**config.mk**
```make
export PLATFORM = sky130hd
export DESIGN_NAME = sorted_deadline_timer_queue
export DESIGN_NICKNAME = d
export VERILOG_FILES = /design/src/rtl/sdtq_pkg.sv /design/src/rtl/sdtq_front.sv /design/src/rtl/sdtq_back.sv /design/src/rtl/sorted_deadline_timer_queue.sv
export SDC_FILE = /design/constraint.sdc
export NUM_CORES = 2
export LEC_CHECK = 0
export ABC_AREA = 1
export BUFFER_PORTS_ARGS = -buffer_cell sky130_fd_sc_hd__buf_4
export CORE_MARGIN = 2
export CORE_UTILIZATION = 55
export CTS_CLUSTER_DIAMETER = 50
export DETAILED_ROUTE_END_ITERATION = 16
export PLACE_DENSITY = 0.72
export SLEW_MARGIN = 20
export SYNTH_ARGS = -nofsm -noshare
export SYNTH_HDL_FRONTEND = slang
export SYNTH_HIERARCHICAL = 1
export SYNTH_SLANG_ARGS = --single-unit
```
**constraint.sdc**
```tcl
create_clock -name clock -period 8.09 [get_ports clock]
set_input_delay 1.2135 -clock clock [delete_from_list [all_inputs] [get_ports clock]]
set_output_delay 1.2135 -clock clock [all_outputs]
set_load 0.02 [all_outputs]
```
**src/rtl/sdtq_pkg.sv**
```systemverilog
`timescale 1ns / 1ps
// ----------------------------------------------------------------------------
// sdtq_pkg: shared types and constants of the deadline timer queue
// Operation codes, result codes and the command beat passed front to back.
// ----------------------------------------------------------------------------
package sdtq_pkg;

   // Request modes as they arrive on the input channel.
   localparam logic [2:0] MODE_ARM    = 3'd0;
   localparam logic [2:0] MODE_DELETE = 3'd1;
   localparam logic [2:0] MODE_QUERY  = 3'd2;
   localparam logic [2:0] MODE_TICK   = 3'd3;
   localparam logic [2:0] MODE_CHECK  = 3'd4;

   // Result kinds.
   localparam logic [2:0] RES_ACK     = 3'd0;
   localparam logic [2:0] RES_QUERY   = 3'd1;
   localparam logic [2:0] RES_FIRED   = 3'd2;
   localparam logic [2:0] RES_NONE    = 3'd3;
   localparam logic [2:0] RES_CHECK   = 3'd4;

   // Classified operations handed to the back end.
   localparam logic [2:0] OP_NOP      = 3'd0;
   localparam logic [2:0] OP_ARM      = 3'd1;
   localparam logic [2:0] OP_DELETE   = 3'd2;
   localparam logic [2:0] OP_QUERY    = 3'd3;
   localparam logic [2:0] OP_TICK     = 3'd4;
   localparam logic [2:0] OP_CHECK    = 3'd5;

   localparam int DEFAULT_SLOT_COUNT = 16;
   localparam int MASK_WIDTH         = 16;
   localparam int TICK_LIMIT         = 16;
   localparam int TICK_CNT_W         = $clog2(TICK_LIMIT + 1);

   typedef struct packed {
      logic [2:0]         op;
      logic               slot_ok;
      logic [3:0]         slot_id;
      logic               clock_kind;
      logic signed [63:0] time_value;
   } cmd_type;

endpackage

```
**src/rtl/sdtq_front.sv**
```systemverilog
`timescale 1ns / 1ps
// ----------------------------------------------------------------------------
// sdtq_front: request intake and command queue
// Accepts request beats, classifies them and holds them in a two-entry queue.
// ----------------------------------------------------------------------------
module sdtq_front #(
   parameter int SLOT_COUNT = sdtq_pkg::DEFAULT_SLOT_COUNT
) (
   input  logic               clock,
   input  logic               reset,
   input  logic               start,
   output logic               busy,
   input  logic [2:0]         req_mode,
   input  logic [3:0]         req_slot_id,
   input  logic               req_clock_kind,
   input  logic signed [63:0] req_time_value,
   output logic               q_valid,
   output sdtq_pkg::cmd_type  q_data,
   input  logic               q_pop
);
   import sdtq_pkg::*;

   cmd_type    cmd;
   cmd_type    entry_ff [2];
   logic       wr_ptr_ff, wr_ptr_in;
   logic       rd_ptr_ff, rd_ptr_in;
   logic [1:0] count_ff, count_in;
   logic       push;

   // Classify the incoming beat.
   always_comb begin
      cmd.slot_ok    = 32'(req_slot_id) < SLOT_COUNT;
      cmd.slot_id    = req_slot_id;
      cmd.clock_kind = req_clock_kind;
      cmd.time_value = req_time_value;
      unique case (req_mode)
         MODE_ARM:    cmd.op = OP_ARM;
         MODE_DELETE: cmd.op = OP_DELETE;
         MODE_QUERY:  cmd.op = OP_QUERY;
         MODE_TICK:   cmd.op = OP_TICK;
         MODE_CHECK:  cmd.op = OP_CHECK;
         default:     cmd.op = OP_NOP;
      endcase
   end

   assign busy    = (count_ff == 2'd2);
   assign push    = start && !busy;
   assign q_valid = (count_ff != 2'd0);
   assign q_data  = entry_ff[rd_ptr_ff];

   // Queue pointers and fill count.
   always_comb begin
      wr_ptr_in = push ? !wr_ptr_ff : wr_ptr_ff;
      rd_ptr_in = q_pop ? !rd_ptr_ff : rd_ptr_ff;
      count_in  = count_ff + 2'(push) - 2'(q_pop);
   end

   always_ff @(posedge clock) begin
      if (reset) begin
         wr_ptr_ff <= 1'b0;
         rd_ptr_ff <= 1'b0;
         count_ff  <= 2'd0;
      end else begin
         wr_ptr_ff <= wr_ptr_in;
         rd_ptr_ff <= rd_ptr_in;
         count_ff  <= count_in;
      end
   end

   // Queue storage.
   always_ff @(posedge clock) begin
      if (push) begin
         entry_ff[wr_ptr_ff] <= cmd;
      end
   end

endmodule

```
**src/rtl/sdtq_back.sv**
```systemverilog
`timescale 1ns / 1ps
// ----------------------------------------------------------------------------
// sdtq_back: linked-list engine of the timer queue
// Walks the sorted lists one entry a cycle to arm, delete, fire and report.
// ----------------------------------------------------------------------------
module sdtq_back #(
   parameter int SLOT_COUNT = sdtq_pkg::DEFAULT_SLOT_COUNT
) (
   input  logic                                clock,
   input  logic                                reset,
   input  logic [sdtq_pkg::MASK_WIDTH-1:0]     slot_clock_mask,
   input  logic                                q_valid,
   input  sdtq_pkg::cmd_type                   q_data,
   output logic                                q_pop,
   output logic                                rsp_strobe,
   output logic [2:0]                          rsp_result_kind,
   output logic [3:0]                          rsp_fired_slot,
   output logic                                rsp_flag,
   output logic signed [63:0]                  rsp_stored_deadline,
   output logic                                rsp_last
);
   import sdtq_pkg::*;

   localparam int IW = (SLOT_COUNT > 1) ? $clog2(SLOT_COUNT) : 1;
   localparam int LW = $clog2(SLOT_COUNT + 1);
   localparam logic [LW-1:0] NIL = LW'(SLOT_COUNT);

   localparam logic [2:0] S_IDLE = 3'd0;
   localparam logic [2:0] S_DISP = 3'd1;
   localparam logic [2:0] S_UNL  = 3'd2;
   localparam logic [2:0] S_INS  = 3'd3;
   localparam logic [2:0] S_TICK = 3'd4;

   // List storage.
   logic signed [63:0] dl_ff  [SLOT_COUNT];
   logic [LW-1:0]      nxt_ff [SLOT_COUNT];
   logic [LW-1:0]      head_ff [2];
   logic [SLOT_COUNT-1:0] linked_ff;
   logic [SLOT_COUNT-1:0] inlist_ff;

   // Control registers.
   logic [2:0]            state_ff, state_in;
   cmd_type               cmd_ff, cmd_in;
   logic [LW-1:0]         cur_ff, cur_in;
   logic [LW-1:0]         prev_ff, prev_in;
   logic [TICK_CNT_W-1:0] cnt_ff, cnt_in;
   logic                  pend_v_ff, pend_v_in;
   logic [3:0]            pend_slot_ff, pend_slot_in;
   logic signed [63:0]    pend_dl_ff, pend_dl_in;

   // Result registers.
   logic               strobe_ff, strobe_in;
   logic [2:0]         kind_ff, kind_in;
   logic [3:0]         slot_ff, slot_in;
   logic               flag_ff, flag_in;
   logic signed [63:0] dlo_ff, dlo_in;
   logic               last_ff, last_in;

   // Write controls of the storage.
   logic               dl_we;
   logic               nxa_we, nxb_we;
   logic [IW-1:0]      nxa_idx, nxb_idx;
   logic [LW-1:0]      nxa_d, nxb_d;
   logic               hd_we, hd_sel;
   logic [LW-1:0]      hd_d;
   logic               lk_we, lk_val, il_we, il_val;
   logic [IW-1:0]      lk_idx;

   // Shared read port.
   logic [LW-1:0]      rd_link;
   logic [IW-1:0]      rd_idx;
   logic               rd_ok;
   logic signed [63:0] rd_dl;
   logic [LW-1:0]      rd_nxt;
   logic               due;
   logic [IW-1:0]      sidx;
   logic [LW-1:0]      slink;
   logic               mbit;

   assign sidx  = IW'(cmd_ff.slot_id);
   assign slink = LW'(cmd_ff.slot_id);
   assign mbit  = slot_clock_mask[cmd_ff.slot_id];

   // Read address selection: one entry of the lists is looked at per cycle.
   always_comb begin
      if (state_ff == S_UNL || state_ff == S_INS) begin
         rd_link = cur_ff;
      end else begin
         rd_link = head_ff[cmd_ff.clock_kind];
      end
      rd_ok = (rd_link < NIL);
      if (state_ff == S_DISP && cmd_ff.op == OP_QUERY) begin
         rd_idx = sidx;
      end else begin
         rd_idx = IW'(rd_link);
      end
      rd_dl  = dl_ff[rd_idx];
      rd_nxt = nxt_ff[rd_idx];
      due    = rd_ok && !(rd_dl > cmd_ff.time_value);
   end

   // Sequencer.
   always_comb begin
      state_in     = state_ff;
      cmd_in       = cmd_ff;
      cur_in       = cur_ff;
      prev_in      = prev_ff;
      cnt_in       = cnt_ff;
      pend_v_in    = pend_v_ff;
      pend_slot_in = pend_slot_ff;
      pend_dl_in   = pend_dl_ff;
      q_pop        = 1'b0;
      strobe_in    = 1'b0;
      kind_in      = RES_ACK;
      slot_in      = 4'd0;
      flag_in      = 1'b0;
      dlo_in       = 64'sd0;
      last_in      = 1'b1;
      dl_we        = 1'b0;
      nxa_we       = 1'b0;
      nxa_idx      = IW'(prev_ff);
      nxa_d        = NIL;
      nxb_we       = 1'b0;
      nxb_idx      = sidx;
      nxb_d        = NIL;
      hd_we        = 1'b0;
      hd_sel       = cmd_ff.clock_kind;
      hd_d         = NIL;
      lk_we        = 1'b0;
      lk_idx       = sidx;
      lk_val       = 1'b0;
      il_we        = 1'b0;
      il_val       = mbit;

      unique case (state_ff)
         S_IDLE: begin
            if (q_valid) begin
               q_pop    = 1'b1;
               cmd_in   = q_data;
               state_in = S_DISP;
            end
         end

         S_DISP: begin
            prev_in = NIL;
            cnt_in  = '0;
            pend_v_in = 1'b0;
            state_in  = S_IDLE;
            unique case (cmd_ff.op)
               OP_ARM: begin
                  if (!cmd_ff.slot_ok) begin
                     strobe_in = 1'b1;
                  end else if (linked_ff[sidx]) begin
                     cur_in   = head_ff[inlist_ff[sidx]];
                     state_in = S_UNL;
                  end else begin
                     cur_in   = head_ff[mbit];
                     state_in = S_INS;
                  end
               end
               OP_DELETE: begin
                  if (cmd_ff.slot_ok && linked_ff[sidx]) begin
                     cur_in   = head_ff[inlist_ff[sidx]];
                     state_in = S_UNL;
                  end else begin
                     strobe_in = 1'b1;
                  end
               end
               OP_QUERY: begin
                  strobe_in = 1'b1;
                  kind_in   = RES_QUERY;
                  slot_in   = cmd_ff.slot_id;
                  if (cmd_ff.slot_ok) begin
                     flag_in = linked_ff[sidx];
                     dlo_in  = rd_dl;
                  end
               end
               OP_CHECK: begin
                  strobe_in = 1'b1;
                  kind_in   = RES_CHECK;
                  flag_in   = due;
               end
               OP_TICK: begin
                  state_in = S_TICK;
               end
               default: begin
                  strobe_in = 1'b1;
               end
            endcase
         end

         // Find the slot's predecessor and splice it out.
         S_UNL: begin
            if (cur_ff == slink) begin
               if (prev_ff == NIL) begin
                  hd_we  = 1'b1;
                  hd_sel = inlist_ff[sidx];
                  hd_d   = rd_nxt;
               end else begin
                  nxa_we = 1'b1;
                  nxa_d  = rd_nxt;
               end
               nxb_we   = 1'b1;
               lk_we    = 1'b1;
               state_in = S_DISP;
            end else begin
               prev_in = cur_ff;
               cur_in  = rd_nxt;
            end
         end

         // Walk to the first later deadline and link the slot before it.
         S_INS: begin
            if (!rd_ok || rd_dl > cmd_ff.time_value) begin
               dl_we  = 1'b1;
               nxb_we = 1'b1;
               nxb_d  = cur_ff;
               if (prev_ff == NIL) begin
                  hd_we  = 1'b1;
                  hd_sel = mbit;
                  hd_d   = slink;
               end else begin
                  nxa_we = 1'b1;
                  nxa_d  = slink;
               end
               lk_we     = 1'b1;
               lk_val    = 1'b1;
               il_we     = 1'b1;
               strobe_in = 1'b1;
               state_in  = S_IDLE;
            end else begin
               prev_in = cur_ff;
               cur_in  = rd_nxt;
            end
         end

         // Pop due heads; each fired beat is held in the pend registers until the
         // next pop or the end of the tick, so that the final one can be marked.
         S_TICK: begin
            if (due && cnt_ff < TICK_CNT_W'(TICK_LIMIT)) begin
               hd_we   = 1'b1;
               hd_d    = rd_nxt;
               nxb_we  = 1'b1;
               nxb_idx = rd_idx;
               lk_we   = 1'b1;
               lk_idx  = rd_idx;
               if (pend_v_ff) begin
                  strobe_in = 1'b1;
                  kind_in   = RES_FIRED;
                  slot_in   = pend_slot_ff;
                  dlo_in    = pend_dl_ff;
                  last_in   = 1'b0;
               end
               pend_v_in    = 1'b1;
               pend_slot_in = 4'(rd_link);
               pend_dl_in   = rd_dl;
               cnt_in       = cnt_ff + 1'b1;
            end else begin
               strobe_in = 1'b1;
               if (pend_v_ff) begin
                  kind_in = RES_FIRED;
                  slot_in = pend_slot_ff;
                  dlo_in  = pend_dl_ff;
               end else begin
                  kind_in = RES_NONE;
               end
               state_in = S_IDLE;
            end
         end

         default: begin
            state_in = S_IDLE;
         end
      endcase
   end

   // Control and result registers.
   always_ff @(posedge clock) begin
      if (reset) begin
         state_ff  <= S_IDLE;
         strobe_ff <= 1'b0;
         pend_v_ff <= 1'b0;
      end else begin
         state_ff  <= state_in;
         strobe_ff <= strobe_in;
         pend_v_ff <= pend_v_in;
      end
   end

   always_ff @(posedge clock) begin
      cmd_ff       <= cmd_in;
      cur_ff       <= cur_in;
      prev_ff      <= prev_in;
      cnt_ff       <= cnt_in;
      pend_slot_ff <= pend_slot_in;
      pend_dl_ff   <= pend_dl_in;
      kind_ff      <= kind_in;
      slot_ff      <= slot_in;
      flag_ff      <= flag_in;
      dlo_ff       <= dlo_in;
      last_ff      <= last_in;
   end

   // List storage updates.
   always_ff @(posedge clock) begin
      if (reset) begin
         for (int i = 0; i < SLOT_COUNT; i++) begin
            dl_ff[i]  <= 64'sd0;
            nxt_ff[i] <= NIL;
         end
         head_ff[0] <= NIL;
         head_ff[1] <= NIL;
         linked_ff  <= '0;
         inlist_ff  <= '0;
      end else begin
         if (dl_we) begin
            dl_ff[sidx] <= cmd_ff.time_value;
         end
         if (nxa_we) begin
            nxt_ff[nxa_idx] <= nxa_d;
         end
         if (nxb_we) begin
            nxt_ff[nxb_idx] <= nxb_d;
         end
         if (hd_we) begin
            head_ff[hd_sel] <= hd_d;
         end
         if (lk_we) begin
            linked_ff[lk_idx] <= lk_val;
         end
         if (il_we) begin
            inlist_ff[sidx] <= il_val;
         end
      end
   end

   assign rsp_strobe          = strobe_ff;
   assign rsp_result_kind     = kind_ff;
   assign rsp_fired_slot      = slot_ff;
   assign rsp_flag            = flag_ff;
   assign rsp_stored_deadline = dlo_ff;
   assign rsp_last            = last_ff;

endmodule

```
**src/rtl/sorted_deadline_timer_queue.sv**
```systemverilog
`timescale 1ns / 1ps
// ----------------------------------------------------------------------------
// sorted_deadline_timer_queue: two deadline-sorted timer lists
// Slots are armed, deleted, queried, fired by tick and checked per list.
// ----------------------------------------------------------------------------
// Requests are taken while busy is low and wait in a two-entry queue; the
// engine behind it handles one request at a time. Results appear one per
// cycle with rsp_strobe high and must be taken in that cycle. Query, check,
// delete of an idle slot and unknown modes are answered from the dispatch state.
// Arm walks a list one entry a cycle, first to unlink a linked slot and then
// to insert it; delete of a linked slot walks to unlink it. A tick pops due
// heads of one list, the fired beats following back to back.
// Writes to slot_clock_mask are always ready and are to be made while idle.
module sorted_deadline_timer_queue #(
   parameter int SLOT_COUNT = sdtq_pkg::DEFAULT_SLOT_COUNT
) (
   input  logic                            clock,
   input  logic                            reset,
   input  logic                            start,
   output logic                            busy,
   input  logic [2:0]                      req_mode,
   input  logic [3:0]                      req_slot_id,
   input  logic                            req_clock_kind,
   input  logic signed [63:0]              req_time_value,
   output logic                            rsp_strobe,
   output logic [2:0]                      rsp_result_kind,
   output logic [3:0]                      rsp_fired_slot,
   output logic                            rsp_flag,
   output logic signed [63:0]              rsp_stored_deadline,
   output logic                            rsp_last,
   input  logic                            csr_valid,
   output logic                            csr_ready,
   input  logic [sdtq_pkg::MASK_WIDTH-1:0] csr_slot_clock_mask
);
   import sdtq_pkg::*;

   logic [MASK_WIDTH-1:0] mask_ff, mask_in;
   logic                  q_valid, q_pop;
   cmd_type               q_data;

   // Clock-kind mask register.
   assign csr_ready = 1'b1;
   assign mask_in   = (csr_valid && csr_ready) ? csr_slot_clock_mask : mask_ff;

   always_ff @(posedge clock) begin
      if (reset) begin
         mask_ff <= '0;
      end else begin
         mask_ff <= mask_in;
      end
   end

   sdtq_front #(.SLOT_COUNT(SLOT_COUNT)) u_front (
      .clock          (clock),
      .reset          (reset),
      .start          (start),
      .busy           (busy),
      .req_mode       (req_mode),
      .req_slot_id    (req_slot_id),
      .req_clock_kind (req_clock_kind),
      .req_time_value (req_time_value),
      .q_valid        (q_valid),
      .q_data         (q_data),
      .q_pop          (q_pop)
   );

   sdtq_back #(.SLOT_COUNT(SLOT_COUNT)) u_back (
      .clock               (clock),
      .reset               (reset),
      .slot_clock_mask     (mask_ff),
      .q_valid             (q_valid),
      .q_data              (q_data),
      .q_pop               (q_pop),
      .rsp_strobe          (rsp_strobe),
      .rsp_result_kind     (rsp_result_kind),
      .rsp_fired_slot      (rsp_fired_slot),
      .rsp_flag            (rsp_flag),
      .rsp_stored_deadline (rsp_stored_deadline),
      .rsp_last            (rsp_last)
   );

endmodule
```
==> metrics.txt <==
starting density of the core 0.555; endpoint type of the worst setup path flop; number of H-tree levels 4; signed area change from the synthesized netlist to the final layout 12.7%; most used flip-flop cell after synthesis edfxtp_1; # placed instances 8145; maximum ir drop on the vdd rail between 0.5 and 0.6 mV; Critical Path Start u_back/cmd_ff[72]$_DFFE_PP_; Final min period 7.61 ns; clock insertion delay at the later pin of the skew report 0.81 ns; std cell rows 129; leading cell type in the layout, fill and taps excluded nand2_1; global-route wire length before repair approximately 300000 um; Post-Synthesis Mean Instance Area 10.3 um^2; clock sink total ~1500; horizontal extent of the die 358 um; setup repair after global routing missed its margin no; core area 124000 um^2; remaining global-route overflow 0; number of top-level pins 168; Detailed Place HPWL ~110000 um; PortBufs roughly 170; CTS hold repair buffers 0; part of the Yosys area used for sequential elements 0.656; instance count of the mapped netlist between 6000 and 7000; number of clock buffers inserted by TritonCTS around 170; filler-free cell count of the finished design ~8500; total global-route track usage 0.317; final hold violation count 0; Final Skew 0.0392 ns; Syn Std Cell Area 68800 um^2; Crit path required time 8.58 ns; FF+latch count, synth 1546; arrival time of the worst setup path 8.09 ns; highest-count cells in the layout ignoring fill and taps nand2_1 (1525), edfxtp_1 (1414), nor2_1 (1228), nand3_1 (1061), buf_4 (248); Net Count, Synth 6845; Min Hold Slack 0.452 ns; Filler cells 9600; library cells used by synthesis 60; detailed router's first-iteration violation count 6980; number of slew-limit violations in the final report 0; count of synthesis-stage warnings from yosys 6; final routed wire length divided by cell count 23.9 um; pin count of the biggest net entering global routing 150; number of nets with antenna violations after detailed routing 0; Die Area 128000 um^2; Multi-input gate area 20900 um^2; type of the tightest min-delay check reg2reg; clock tree from TritonCTS built; CP Max Fanout 90; clock edge transition at the registers on the reported setup and hold paths 0.06 ns; total leakage power 30.4 nW; slowest stage delay, CP 0.81 ns; Setup TNS Final 0 ns; number of flops mapped to enable cells by yosys ~1400; slowest library cell on the worst path nor3_1; crit share post-route 0.940; via count of the first global-routing pass 50095; antenna cell count 0; post-CTS setup buffer count 0; routed vias/inst 6.06; count of maximum capacitance violations 0; setup violators final 0; Clock Path Buffers 3; number of search-and-repair iterations in the first detailed-routing pass 9; number of antenna violations at the first check in global routing 3; worst slew pin tran roughly 1.1 ns; footprint of the flip-flops and latches 45100 um^2; total number of vias 51279; number of instances resized during post-cts repair 0; run status finished clean; Vert. Die Dim 358 um; worst hold path startpoint u_back/pend_dl_ff[44]$_DFFE_PN_; kind of launch point of the worst setup path flop; PwrDens around 380 nW/um^2; Achievable Freq 0.131 GHz; DRC 0; Worst path most repeated cell nand2_1; worst slew slack as a fraction of its limit 0.266; fraction of final layout cells with drive strength greater than 1 0.112; pre-CTS setup slack 0.903 ns; last weighted congestion value of the routability-driven placer ~0.94; category of the most critical setup path reg2reg; origin of the critical flop-to-flop path u_back/cmd_ff[72]$_DFFE_PP_; routed wire length slightly above 200000 um; fraction of synthesis flops using an asynchronous set or reset pin 0; Final nets 6836; worst path setup slack after routing 0.485 ns; root buffer cell clkbuf_16
-- cell type report --
cell class                      count  share of cell area
Sequential cell                  1546               0.582
Multi-Input combinational cell   4428               0.269
Clock buffer                      220              0.0595
Timing Repair Buffer              306              0.0390
Tap cell                         1637              0.0264
Clock inverter                     92              0.0124
Inverter                          228              0.0114
-- sequential cells by signal, indices dropped and copies added, names as in the netlist, 5 cells and up, named ones only --
register / count
mask_ff: 16
u_back/cmd_ff: 69
u_back/cnt_ff: 5
u_back/cur_ff: 5
u_back/dl_ff: 1024
u_back/head_ff: 10
u_back/inlist_ff: 16
u_back/linked_ff: 16
u_back/nxt_ff: 80
u_back/pend_dl_ff: 64
u_back/prev_ff: 5
u_back/rsp_stored_deadline: 64
u_front/entry_ff: 144
-- cell usage after synthesis, types with 2 or more instances --
| cell | number | area, um^2 |
|---|---|---|
| buf_2 | 215 | 1080 |
| inv_2 | 12 | 45.0 |
| o211ai_1 | 21 | 158 |
| o21ai_1 | 22 | 110 |
| buf_6 | 13 | 146 |
| o22ai_1 | 13 | 81.3 |
| nand4_1 | 31 | 194 |
| or2_0 | 2 | 12.5 |
| a32oi_1 | 4 | 35.0 |
| nor2_1 | 1233 | 4630 |
| clkinv_1 | 63 | 236 |
| or2_2 | 4 | 25.0 |
| mux2_4 | 70 | 1050 |
| and3_1 | 3 | 18.8 |
| nand2_1 | 1542 | 5790 |
| nand3_1 | 1077 | 5390 |
| o21ai_2 | 6 | 52.6 |
| dfxtp_1 | 132 | 2640 |
| ha_1 | 67 | 838 |
| nor2_2 | 13 | 81.3 |
| mux2_2 | 2 | 22.5 |
| inv_1 | 152 | 571 |
| nor2_4 | 14 | 158 |
| a21o_1 | 2 | 15.0 |
| conb_1 | 2 | 7.51 |
| xnor2_1 | 2 | 17.5 |
| nand3_2 | 2 | 20.0 |
| o211ai_2 | 2 | 25.0 |
| buf_12 | 7 | 140 |
| o21bai_1 | 9 | 67.6 |
| nor3_1 | 5 | 25.0 |
| nand2_2 | 15 | 93.8 |
| buf_4 | 11 | 82.6 |
| a21oi_1 | 54 | 270 |
| or2_1 | 2 | 12.5 |
| buf_1 | 39 | 146 |
| o221ai_1 | 11 | 96.3 |
| a32o_1 | 4 | 40.0 |
| a22oi_1 | 12 | 90.1 |
| clkbuf_1 | 199 | 747 |
| edfxtp_1 | 1414 | 42500 |
| o21ai_0 | 158 | 791 |
| o21a_1 | 7 | 52.6 |
| nor4_1 | 2 | 12.5 |
-- cell families (layout without fill, tap and decap cells) --
| kind of cell | count (synthesis) | after routing | synth area share |
|---|---|---|---|
| simple gates | 3951 | 3951 | 0.241 |
| buf+inv | 712 | 846 | 0.0465 |
| mux | 72 | 72 | 0.0156 |
| other cells | 2 | 2 | 0.000109 |
| fa+ha+maj | 67 | 67 | 0.0122 |
| xor+xnor | 2 | 2 | 0.000255 |
| flops | 1546 | 1546 | 0.656 |
| compound gates | 334 | 334 | 0.0288 |
-- critical path, delay by kind of cell, from the launching register on --
family | cells | cell delay, ns
simple gates | 24 | 3.84
buf+inv | 8 | 2.63
flops | 1 | 0.40
fa+ha+maj | 1 | 0.17
-- where the power goes --
group          internal, W  total (W)  switching, W
logic              0.00324     0.0122       0.00893
registers          0.00954    0.00987      0.000327
clock network      0.00450    0.00774       0.00324
-- worst paths after layout --
kind                            depth (start not counted)  slack [ns]                                   endpoint
worst max-delay path                                   33        0.48          u_back/dl_ff[6][34]$_SDFFCE_PN0P_
worst min-delay path                                    2        0.45  u_back/rsp_stored_deadline[44]$_SDFF_PN0_
worst max register to register                         33        0.48          u_back/dl_ff[6][34]$_SDFFCE_PN0P_
worst min register to register                          2        0.45  u_back/rsp_stored_deadline[44]$_SDFF_PN0_
-- metal layers --
metal | GRT usage | wire (um)
met1 | 0.435 | 75500
met2 | 0.489 | 92200
met5 | 0 | 13
met4 | 0.139 | 8460
met3 | 0.0674 | 26200
-- metrics by stage --
step	total power, W	utilization	instance area, um^2
finish	0.0298	0.625	77500
global route	0.0311	0.625	77500
CTS	0.0295	0.625	77500
detailed placement	0.0218	0.580	71900
floorplan	0.0179	-	68800
global placement	0.0216	0.580	71900
(Power assumes the default switching activity.)
